--- src/rtl/core/itp_pkg.sv ---
// ----------------------------------------------------------------------------
// itp_pkg
// shared types, character codes and helper functions of the postfix converter
// ----------------------------------------------------------------------------
package itp_pkg;

    // character codes
    localparam logic [7:0] C_END   = 8'h00;
    localparam logic [7:0] C_LPAR  = 8'h28;
    localparam logic [7:0] C_RPAR  = 8'h29;
    localparam logic [7:0] C_STAR  = 8'h2A;
    localparam logic [7:0] C_PLUS  = 8'h2B;
    localparam logic [7:0] C_MINUS = 8'h2D;
    localparam logic [7:0] C_SLASH = 8'h2F;

    // precedence levels
    localparam logic [1:0] P_NONE = 2'd0;
    localparam logic [1:0] P_ADD  = 2'd1;
    localparam logic [1:0] P_MUL  = 2'd2;

    typedef enum logic [1:0] {
        ST_IDLE,
        ST_RUN,
        ST_FIN
    } t_state;

    typedef enum logic [2:0] {
        CLS_END,
        CLS_LETTER,
        CLS_LPAR,
        CLS_RPAR,
        CLS_OP
    } t_sym_class;

    typedef struct packed {
        logic       push;
        logic       pop;
        logic [7:0] data;
    } t_stack_cmd;

    typedef struct packed {
        logic       empty;
        logic       full;
        logic       fresh;
        logic [7:0] top;
    } t_stack_stat;

    typedef struct packed {
        logic       emit;
        logic       finish;
        logic [7:0] sym;
        logic       ovf;
    } t_emit_cmd;

    typedef struct packed {
        logic room;
    } t_emit_stat;

    function automatic logic [1:0] f_prec(input logic [7:0] c);
        logic [1:0] p;
        case (c)
            C_STAR, C_SLASH: p = P_MUL;
            C_PLUS, C_MINUS: p = P_ADD;
            default:         p = P_NONE;
        endcase
        return p;
    endfunction

    function automatic t_sym_class f_classify(input logic [7:0] c);
        t_sym_class k;
        if (c == C_END) begin
            k = CLS_END;
        end else if (c inside {[8'h41:8'h5A], [8'h61:8'h7A]}) begin
            k = CLS_LETTER;
        end else if (c == C_LPAR) begin
            k = CLS_LPAR;
        end else if (c == C_RPAR) begin
            k = CLS_RPAR;
        end else begin
            k = CLS_OP;
        end
        return k;
    endfunction

endpackage

--- src/rtl/core/itp_in_if.sv ---
// ----------------------------------------------------------------------------
// itp_in_if
// input channel: one expression character per item
// ----------------------------------------------------------------------------
interface itp_in_if;
    logic       valid;
    logic       ready;
    logic [7:0] symbol;

    modport source (output valid, output symbol, input ready);
    modport sink   (input valid, input symbol, output ready);
endinterface

--- src/rtl/core/itp_out_if.sv ---
// ----------------------------------------------------------------------------
// itp_out_if
// result channel: postfix characters and expression terminators
// ----------------------------------------------------------------------------
interface itp_out_if;
    logic       valid;
    logic       ready;
    logic [7:0] out_symbol;
    logic       run_last;
    logic       overflow;

    modport source (output valid, output out_symbol, output run_last, output overflow,
                    input ready);
    modport sink   (input valid, input out_symbol, input run_last, input overflow,
                    output ready);
endinterface

--- src/rtl/core/itp_stack.sv ---
// ----------------------------------------------------------------------------
// itp_stack
// operator stack in a memory with registered top-of-stack read
// ----------------------------------------------------------------------------
module itp_stack #(
    parameter int STACK_DEPTH = 32
) (
    input  logic                   i_clk,
    input  logic                   i_rst_n,
    input  itp_pkg::t_stack_cmd    i_cmd,
    output itp_pkg::t_stack_stat   o_stat
);
    localparam int CW = $clog2(STACK_DEPTH + 1);
    localparam int AW = $clog2(STACK_DEPTH);

    logic [7:0]    r_mem [STACK_DEPTH];
    logic [CW-1:0] r_count;
    logic [CW-1:0] n_count;
    logic [7:0]    r_rd_data;
    logic          r_fresh;
    logic [AW-1:0] w_rd_addr;
    logic          w_full;
    logic          w_empty;
    logic          w_push;

    assign w_full    = (r_count == CW'(STACK_DEPTH));
    assign w_empty   = (r_count == '0);
    assign w_push    = i_cmd.push && !w_full;
    assign w_rd_addr = w_empty ? '0 : AW'(r_count - CW'(1));

    always_comb begin
        n_count = r_count;
        if (w_push) begin
            n_count = r_count + CW'(1);
        end else if (i_cmd.pop && !w_empty) begin
            n_count = r_count - CW'(1);
        end
    end

    always_ff @(posedge i_clk) begin
        if (!i_rst_n) begin
            r_count <= '0;
            r_fresh <= 1'b0;
        end else begin
            r_count <= n_count;
            // read data is only trusted once the depth has held still
            r_fresh <= (n_count == r_count);
        end
    end

    always_ff @(posedge i_clk) begin
        if (w_push) begin
            r_mem[AW'(r_count)] <= i_cmd.data;
        end
        r_rd_data <= r_mem[w_rd_addr];
    end

    assign o_stat.empty = w_empty;
    assign o_stat.full  = w_full;
    assign o_stat.fresh = r_fresh;
    assign o_stat.top   = r_rd_data;

endmodule

--- src/rtl/core/itp_emit.sv ---
// ----------------------------------------------------------------------------
// itp_emit
// result holding stage and output register; marks the last result of an item
// ----------------------------------------------------------------------------
module itp_emit (
    input  logic                 i_clk,
    input  logic                 i_rst_n,
    input  itp_pkg::t_emit_cmd   i_cmd,
    output itp_pkg::t_emit_stat  o_stat,
    itp_out_if.source            o_out
);
    logic       r_pend_v;
    logic [7:0] r_pend_sym;
    logic       r_pend_ovf;
    logic       r_out_v;
    logic [7:0] r_out_sym;
    logic       r_out_last;
    logic       r_out_ovf;
    logic       w_out_free;
    logic       w_move;

    assign w_out_free  = !r_out_v || o_out.ready;
    assign o_stat.room = !r_pend_v || w_out_free;
    // held result leaves once the next one arrives or the item is finished
    assign w_move      = r_pend_v && (i_cmd.emit || i_cmd.finish);

    always_ff @(posedge i_clk) begin
        if (!i_rst_n) begin
            r_pend_v <= 1'b0;
            r_out_v  <= 1'b0;
        end else begin
            if (i_cmd.emit) begin
                r_pend_v <= 1'b1;
            end else if (i_cmd.finish) begin
                r_pend_v <= 1'b0;
            end
            if (w_move) begin
                r_out_v <= 1'b1;
            end else if (o_out.ready) begin
                r_out_v <= 1'b0;
            end
        end
    end

    always_ff @(posedge i_clk) begin
        if (i_cmd.emit) begin
            r_pend_sym <= i_cmd.sym;
            r_pend_ovf <= i_cmd.ovf;
        end
        if (w_move) begin
            r_out_sym  <= r_pend_sym;
            r_out_ovf  <= r_pend_ovf;
            r_out_last <= i_cmd.finish;
        end
    end

    assign o_out.valid      = r_out_v;
    assign o_out.out_symbol = r_out_sym;
    assign o_out.run_last   = r_out_last;
    assign o_out.overflow   = r_out_ovf;

endmodule

--- src/rtl/core/infix_to_postfix_converter_core.sv ---
// ----------------------------------------------------------------------------
// infix_to_postfix_converter_core
// shunting-yard conversion of an infix character stream to postfix order
// ----------------------------------------------------------------------------
// One character is taken per item and the block then works on it alone,
// raising ready again once its results are all handed to the output stage.
// A letter is accepted, processed and then released. Each operator
// popped from the stack is followed by a wait for a settled top, because
// the stack lives in a memory whose top is read through a registered port
// and a fresh top is only seen once the depth has held still; no such wait
// follows a pop that leaves the stack empty. A stalled output holds the
// sequencer. The stack needs no clearing pass after reset: only entries
// below the depth are read. The terminator always leaves the stack empty.
// ----------------------------------------------------------------------------
module infix_to_postfix_converter_core #(
    parameter int STACK_DEPTH = 32
) (
    input  logic       i_clk,
    input  logic       i_rst_n,
    itp_in_if.sink     i_in,
    itp_out_if.source  o_out
);
    itp_pkg::t_state       r_state;
    itp_pkg::t_state       n_state;
    logic [7:0]            r_sym;
    logic                  r_ovf;
    logic                  w_ovf_set;
    logic                  w_ovf_clr;
    itp_pkg::t_sym_class   w_cls;
    itp_pkg::t_stack_cmd   w_stk_cmd;
    itp_pkg::t_stack_stat  w_stk_stat;
    itp_pkg::t_emit_cmd    w_emit_cmd;
    itp_pkg::t_emit_stat   w_emit_stat;
    logic                  w_accept;
    logic                  w_need_top;
    logic                  w_wait;
    logic                  w_pop_cond;
    logic                  w_needs_room;
    logic                  w_run_done;

    // decode of the held character
    assign w_cls    = itp_pkg::f_classify(r_sym);
    assign w_accept = i_in.valid && i_in.ready;

    // letters and '(' never look at the stack top
    assign w_need_top = !w_stk_stat.empty
                        && (w_cls != itp_pkg::CLS_LETTER) && (w_cls != itp_pkg::CLS_LPAR);
    assign w_wait     = w_need_top && !w_stk_stat.fresh;

    // pop condition for the current step
    always_comb begin
        w_pop_cond = 1'b0;
        if (!w_stk_stat.empty) begin
            case (w_cls)
                itp_pkg::CLS_END:  w_pop_cond = 1'b1;
                itp_pkg::CLS_RPAR: w_pop_cond = (w_stk_stat.top != itp_pkg::C_LPAR);
                itp_pkg::CLS_OP:   w_pop_cond = (itp_pkg::f_prec(w_stk_stat.top)
                                                 >= itp_pkg::f_prec(r_sym));
                default:           w_pop_cond = 1'b0;
            endcase
        end
    end

    // terminator and letters produce a result on their final step
    assign w_needs_room = (w_cls == itp_pkg::CLS_END) || (w_cls == itp_pkg::CLS_LETTER);
    assign w_run_done   = !w_wait && !w_pop_cond && (w_emit_stat.room || !w_needs_room);

    // next state
    always_comb begin
        n_state = r_state;
        case (r_state)
            itp_pkg::ST_IDLE: begin
                if (w_accept) begin
                    n_state = itp_pkg::ST_RUN;
                end
            end
            itp_pkg::ST_RUN: begin
                if (w_run_done) begin
                    n_state = itp_pkg::ST_FIN;
                end
            end
            itp_pkg::ST_FIN: begin
                if (w_emit_stat.room) begin
                    n_state = itp_pkg::ST_IDLE;
                end
            end
            default: n_state = itp_pkg::ST_IDLE;
        endcase
    end

    // sequencer outputs
    always_comb begin
        i_in.ready        = 1'b0;
        w_stk_cmd.push    = 1'b0;
        w_stk_cmd.pop     = 1'b0;
        w_stk_cmd.data    = r_sym;
        w_emit_cmd.emit   = 1'b0;
        w_emit_cmd.finish = 1'b0;
        w_emit_cmd.sym    = w_stk_stat.top;
        w_emit_cmd.ovf    = 1'b0;
        w_ovf_set         = 1'b0;
        w_ovf_clr         = 1'b0;
        case (r_state)
            itp_pkg::ST_IDLE: begin
                i_in.ready = 1'b1;
            end
            itp_pkg::ST_RUN: begin
                if (!w_wait) begin
                    if (w_pop_cond) begin
                        // pop one operator and pass it on
                        if (w_emit_stat.room) begin
                            w_stk_cmd.pop   = 1'b1;
                            w_emit_cmd.emit = 1'b1;
                        end
                    end else begin
                        case (w_cls)
                            itp_pkg::CLS_END: begin
                                if (w_emit_stat.room) begin
                                    w_emit_cmd.emit = 1'b1;
                                    w_emit_cmd.sym  = itp_pkg::C_END;
                                    w_emit_cmd.ovf  = r_ovf;
                                    w_ovf_clr       = 1'b1;
                                end
                            end
                            itp_pkg::CLS_LETTER: begin
                                if (w_emit_stat.room) begin
                                    w_emit_cmd.emit = 1'b1;
                                    w_emit_cmd.sym  = r_sym;
                                end
                            end
                            itp_pkg::CLS_RPAR: begin
                                // drop the matching '(' if there is one
                                w_stk_cmd.pop = !w_stk_stat.empty;
                            end
                            default: begin
                                // '(' and operators are pushed, lost when full
                                w_stk_cmd.push = 1'b1;
                                w_ovf_set      = w_stk_stat.full;
                            end
                        endcase
                    end
                end
            end
            itp_pkg::ST_FIN: begin
                w_emit_cmd.finish = w_emit_stat.room;
            end
            default: begin
                i_in.ready = 1'b0;
            end
        endcase
    end

    always_ff @(posedge i_clk) begin
        if (!i_rst_n) begin
            r_state <= itp_pkg::ST_IDLE;
            r_ovf   <= 1'b0;
        end else begin
            r_state <= n_state;
            if (w_ovf_set) begin
                r_ovf <= 1'b1;
            end else if (w_ovf_clr) begin
                r_ovf <= 1'b0;
            end
        end
    end

    always_ff @(posedge i_clk) begin
        if (w_accept) begin
            r_sym <= i_in.symbol;
        end
    end

    itp_stack #(
        .STACK_DEPTH (STACK_DEPTH)
    ) u_stack (
        .i_clk   (i_clk),
        .i_rst_n (i_rst_n),
        .i_cmd   (w_stk_cmd),
        .o_stat  (w_stk_stat)
    );

    itp_emit u_emit (
        .i_clk   (i_clk),
        .i_rst_n (i_rst_n),
        .i_cmd   (w_emit_cmd),
        .o_stat  (w_emit_stat),
        .o_out   (o_out)
    );

    // an accepted item is always worked on in the next cycle
    a_accept_run: assert property (@(posedge i_clk) disable iff (!i_rst_n)
        w_accept |=> (r_state == itp_pkg::ST_RUN))
        else $error("accepted item not taken into processing");

    // the stack is never popped when empty
    a_no_empty_pop: assert property (@(posedge i_clk) disable iff (!i_rst_n)
        w_stk_cmd.pop |-> !w_stk_stat.empty)
        else $error("pop issued on empty stack");

    // a popped operator is only taken from a settled top read
    a_fresh_pop: assert property (@(posedge i_clk) disable iff (!i_rst_n)
        (w_stk_cmd.pop && w_emit_cmd.emit) |-> w_stk_stat.fresh)
        else $error("stale stack top emitted");

    // results are only produced when the holding stage has room
    a_emit_room: assert property (@(posedge i_clk) disable iff (!i_rst_n)
        (w_emit_cmd.emit || w_emit_cmd.finish) |-> w_emit_stat.room)
        else $error("result issued without room");

    // overflow is only flagged on the terminator, which ends its item
    a_ovf_term: assert property (@(posedge i_clk) disable iff (!i_rst_n)
        (o_out.valid && o_out.overflow) |-> (o_out.out_symbol == itp_pkg::C_END)
                                            && o_out.run_last)
        else $error("overflow flagged outside terminator");

endmodule

--- src/flat_wrapper.sv ---
// flat-port wrapper written by rule: the top's interface ports become plain ports
module infix_to_postfix_converter_core_flat 
#(
    parameter int STACK_DEPTH = 32
)
  (i_clk, i_rst_n, i_in_valid, i_in_symbol, i_in_ready, o_out_valid, o_out_out_symbol, o_out_run_last, o_out_overflow, o_out_ready);
  itp_in_if i_in_i ();
  itp_out_if o_out_i ();
  input  logic i_clk;
  input  logic i_rst_n;
  input wire logic [$bits(i_in_i.valid)-1:0] i_in_valid;
  input wire logic [$bits(i_in_i.symbol)-1:0] i_in_symbol;
  output wire logic [$bits(i_in_i.ready)-1:0] i_in_ready;
  output wire logic [$bits(o_out_i.valid)-1:0] o_out_valid;
  output wire logic [$bits(o_out_i.out_symbol)-1:0] o_out_out_symbol;
  output wire logic [$bits(o_out_i.run_last)-1:0] o_out_run_last;
  output wire logic [$bits(o_out_i.overflow)-1:0] o_out_overflow;
  input wire logic [$bits(o_out_i.ready)-1:0] o_out_ready;
  assign i_in_i.valid = i_in_valid;
  assign i_in_i.symbol = i_in_symbol;
  assign i_in_ready = i_in_i.ready;
  assign o_out_valid = o_out_i.valid;
  assign o_out_out_symbol = o_out_i.out_symbol;
  assign o_out_run_last = o_out_i.run_last;
  assign o_out_overflow = o_out_i.overflow;
  assign o_out_i.ready = o_out_ready;
  infix_to_postfix_converter_core #(.STACK_DEPTH(STACK_DEPTH)) u_core (.i_clk(i_clk), .i_rst_n(i_rst_n), .i_in(i_in_i), .o_out(o_out_i));
endmodule
--- config.mk ---
export PLATFORM = sky130hd
export DESIGN_NAME = infix_to_postfix_converter_core_flat
export DESIGN_NICKNAME = d
export VERILOG_FILES = /design/src/rtl/core/itp_pkg.sv /design/src/rtl/core/itp_in_if.sv /design/src/rtl/core/itp_out_if.sv /design/src/rtl/core/itp_stack.sv /design/src/rtl/core/itp_emit.sv /design/src/rtl/core/infix_to_postfix_converter_core.sv /design/src/flat_wrapper.sv
export SDC_FILE = /design/constraint.sdc
export NUM_CORES = 1
export LEC_CHECK = 0
export BUFFER_PORTS_ARGS = -buffer_cell sky130_fd_sc_hd__buf_2
export CELL_PAD_IN_SITES_DETAIL_PLACEMENT = 2
export CELL_PAD_IN_SITES_GLOBAL_PLACEMENT = 2
export CORE_UTILIZATION = 35
export CTS_BUF_LIST = sky130_fd_sc_hd__clkbuf_8
export CTS_CLUSTER_DIAMETER = 100
export CTS_CLUSTER_SIZE = 20
export DETAILED_ROUTE_END_ITERATION = 12
export PLACE_DENSITY = 0.69
export SYNTH_ARGS = -nofsm -noshare
export SYNTH_HDL_FRONTEND = slang
export SYNTH_HIERARCHICAL = 1
export SYNTH_SLANG_ARGS = --single-unit
--- constraint.sdc ---
create_clock -name i_clk -period 8.2 [get_ports i_clk]
set_input_delay 0.41 -clock i_clk [delete_from_list [all_inputs] [get_ports i_clk]]
set_output_delay 0.41 -clock i_clk [all_outputs]
set_load 0.01 [all_outputs]
==> flow_summary.yaml <==
critical_path:
  critPathKind: "register to register"
  worstPathRequired_ns: 8.42
  critPathArrivalTime_ns: 4.86
  startpoint_type: "register"
  crit_path_end_kind: "register"
  path_max_fanout: 43
  r2r_slack_ns: 3.56
placement:
  port_buffers: 23
  pre_cts_slack_ns: 3.53
  dpl_cell_area_sq_um: 13400
  gp_congestion: 0.829
  dp.cells: 1346
  hpwlAfterDp_microns: 24100
synth:
  ys.flop_type: "edfxtp_1"
  netlist_instances: 901
  avgSynthCellArea_sq_um: 14.2
  synth.net_count: 920
  synth.distinct_cells: 69
  synthTopCellsByArea: "edfxtp_1, mux2i_1, dfxtp_1"
  yosysMostFrequentCell: "edfxtp_1"
  synth_seq_cells: 303
  ys_seq_area_share_pct: 69.4
  synth_area_leader_cell: "edfxtp_1"
  netlist_top_cells_count: "edfxtp_1, nand2_1, nor2_1"
  async_reset_ff_share_pct: 0
  syn_area_sq_um: 12800
  synth_top_cell_area_share_pct: 66.3
  synth-warning-count: 6
  synth_edf_count: 283
floorplanning:
  die_area_sq_um: 37400
  core_area_sq_um: 35800
  row_count: 69
  initial_utilization_pct: 35.8
  die_w_microns: 193
  chipHeight_microns: 193
  pin_count: 24
status:
  status: "complete, but fails checks"
  failed_checks: "design-rule violations"
drt:
  drcViolationCount: 3
  routed-via-count: 7942
  ant_nets: 0
  vias_per_cell: 5.72
  drt-initial-drc-count: 516
  drt_wl_total_microns: 37200
  dr.pass1.iters: 9
  wl_per_cell_microns: 26.8
grt:
  grt_use_met2_pct: 33.1
  grt_remaining_overflow: 0
  grt_pass1_wl_microns: 55900
  grt_use_total_pct: 20.0
  met1_usage_pct: 26.5
  antenna_found_initial: 0
  first_global_vias: 8504
  met3_usage_pct: 3.38
  grt_max_degree: 60
  busiest_layer: "met2"
cts:
  worstSkewPairLatency_ns: 0.59
  clk_pin_slew_ns: 0.13
  cts_tree: "built"
  numClockSinks: 303
  root_buffer: "clkbuf_8"
  ctsResizeCount: 0
  h-tree-depth: 1
  clock_path_buffers: 3
  numCtsBuffers: 19
sta:
  min_period_ns: 4.64
  slew_viol_final: 0
  slew_headroom_pct: 31.2
  post-route-period-util_pct: 56.6
  setup_ws_ns: 3.56
  setup_viol: 0
  fin_setup_tns_ns: 0
  worst_pin_slew_ns: 1.03
  finalHoldViolations: 0
  final.setup_skew_ns: 0.0352
  grt_setup_unrepaired: "false"
  fmax_ghz: 0.216
pwr:
  finalPower_mw: 3.78
  peakVddDrop_uv: 147
  p_leak_nw: 4.32
  power_density_nw_per_um2: 274
finish:
  fin_nets: 933
  fin_cells: 1388
  postLayoutCellArea_sq_um: 13800
  layout-area-overhead-vs-synth_pct: 7.67
  layout-drive-gt1-share_pct: 11.0
  diodes: 0
hold_path:
  hp-class: "primary input to register"
job:
  max_cap_violations: 0
[cell families after synthesis]
| family | after synthesis | synth area share [%] |
|---|---|---|
| DFF | 303 | 69.4 |
| and+or+nand+nor | 246 | 9.22 |
| AOI/OAI and AO/OA | 197 | 10.9 |
| buffers and inverters | 72 | 2.71 |
| muxes | 68 | 6.55 |
| xor gates and xnor gates | 8 | 0.546 |
| adders and majority gates | 7 | 0.683 |
[registers in the layout, summed over array words and instances, names as in the netlist]
signal	count
u_core/r_ovf	1
u_core/r_state	2
u_core/r_sym	8
u_core/u_emit/o_out.out_symbol	8
u_core/u_emit/o_out.overflow	1
u_core/u_emit/o_out.run_last	1
u_core/u_emit/o_out.valid	1
u_core/u_emit/r_pend_ovf	1
u_core/u_emit/r_pend_sym	8
u_core/u_emit/r_pend_v	1
u_core/u_stack/r_count	6
u_core/u_stack/r_fresh	1
u_core/u_stack/r_mem	256
u_core/u_stack/r_rd_data	8
[layer usage]
metal	wire length, microns	share of wire, %
met1	16200	44
met2	17700	48
met3	1880	5.1
met4	1290	3.5
met5	0	0
[path summary, 6_finish.rpt]
check	from	to	cells after the start
worst min-delay path	i_rst_n	u_core/u_stack/r_count[1]	2
worst min register to register	u_core/u_emit/r_pend_sym[1]	u_core/u_emit/o_out.out_symbol[1]	0
worst max register to register	u_core/u_stack/r_count[0]	u_core/u_emit/o_out.out_symbol[0]	14
worst max-delay path	u_core/u_stack/r_count[0]	u_core/u_emit/o_out.out_symbol[0]	14
[cells in the final DEF (no fill, tap or decap), drive strengths merged, types with 10 or more instances in the layout]
master  count
a21oi      39
a221oi     10
a22oi      13
a311oi     16
a31oi      22
and2       14
buf        45
clkbuf     19
dfxtp      20
edfxtp    283
inv        25
mux2       16
mux2i      43
nand2      79
nand3      23
nor2       60
nor3       15
o21ai      35
[power breakdown]
| part | internal [mW] | switching (mW) | total, mW |
|---|---|---|---|
| combinational | 0.394 | 0.844 | 1.24 |
| sequential | 1.77 | 0.0577 | 1.83 |
| clock | 0.227 | 0.486 | 0.714 |
| total | 2.39 | 1.39 | 3.78 |
[critical path: stages (launching register included)]
cell and delay [ns]:
dfxtp_4 0.74, inv_1 0.13, ha_1 0.33, nor3b_2 0.19
buf_4 0.22, nand2_1 0.07, buf_4 0.42, inv_1 0.09
buf_4 0.30, nor2b_1 0.20, nand2_1 0.07, a21oi_1 0.25
nor3b_1 0.10, nor2_1 0.64, o21a_1 0.53
[layout make-up]
| type | count | area (sq um) |
|---|---|---|
| fill | 3576 | 22000 |
| sequential | 303 | 8900 |
| multi-input combinational | 526 | 3590 |
| tap | 461 | 577 |
| timing repair buffer | 53 | 360 |
| clock buffer | 19 | 262 |
| clock inverter | 15 | 76.3 |
| inverter | 11 | 41.3 |
[repair_timing]
action / 4_1_cts / 5_1_grt
hold endpoints to repair: 8 / 0
setup buffers: 0 / 0
hold buffers: 8 / 0
[metrics by stage]
stage,utilization (%),hold slack [ns]
CTS,38.5,0.129
floorplan,-,0.400
global placement,37.4,0.404
detailed placement,37.4,0.407
finish,38.5,0.162
global route,38.5,0.160
No activity file was read; power rests on OpenSTA's default activity.
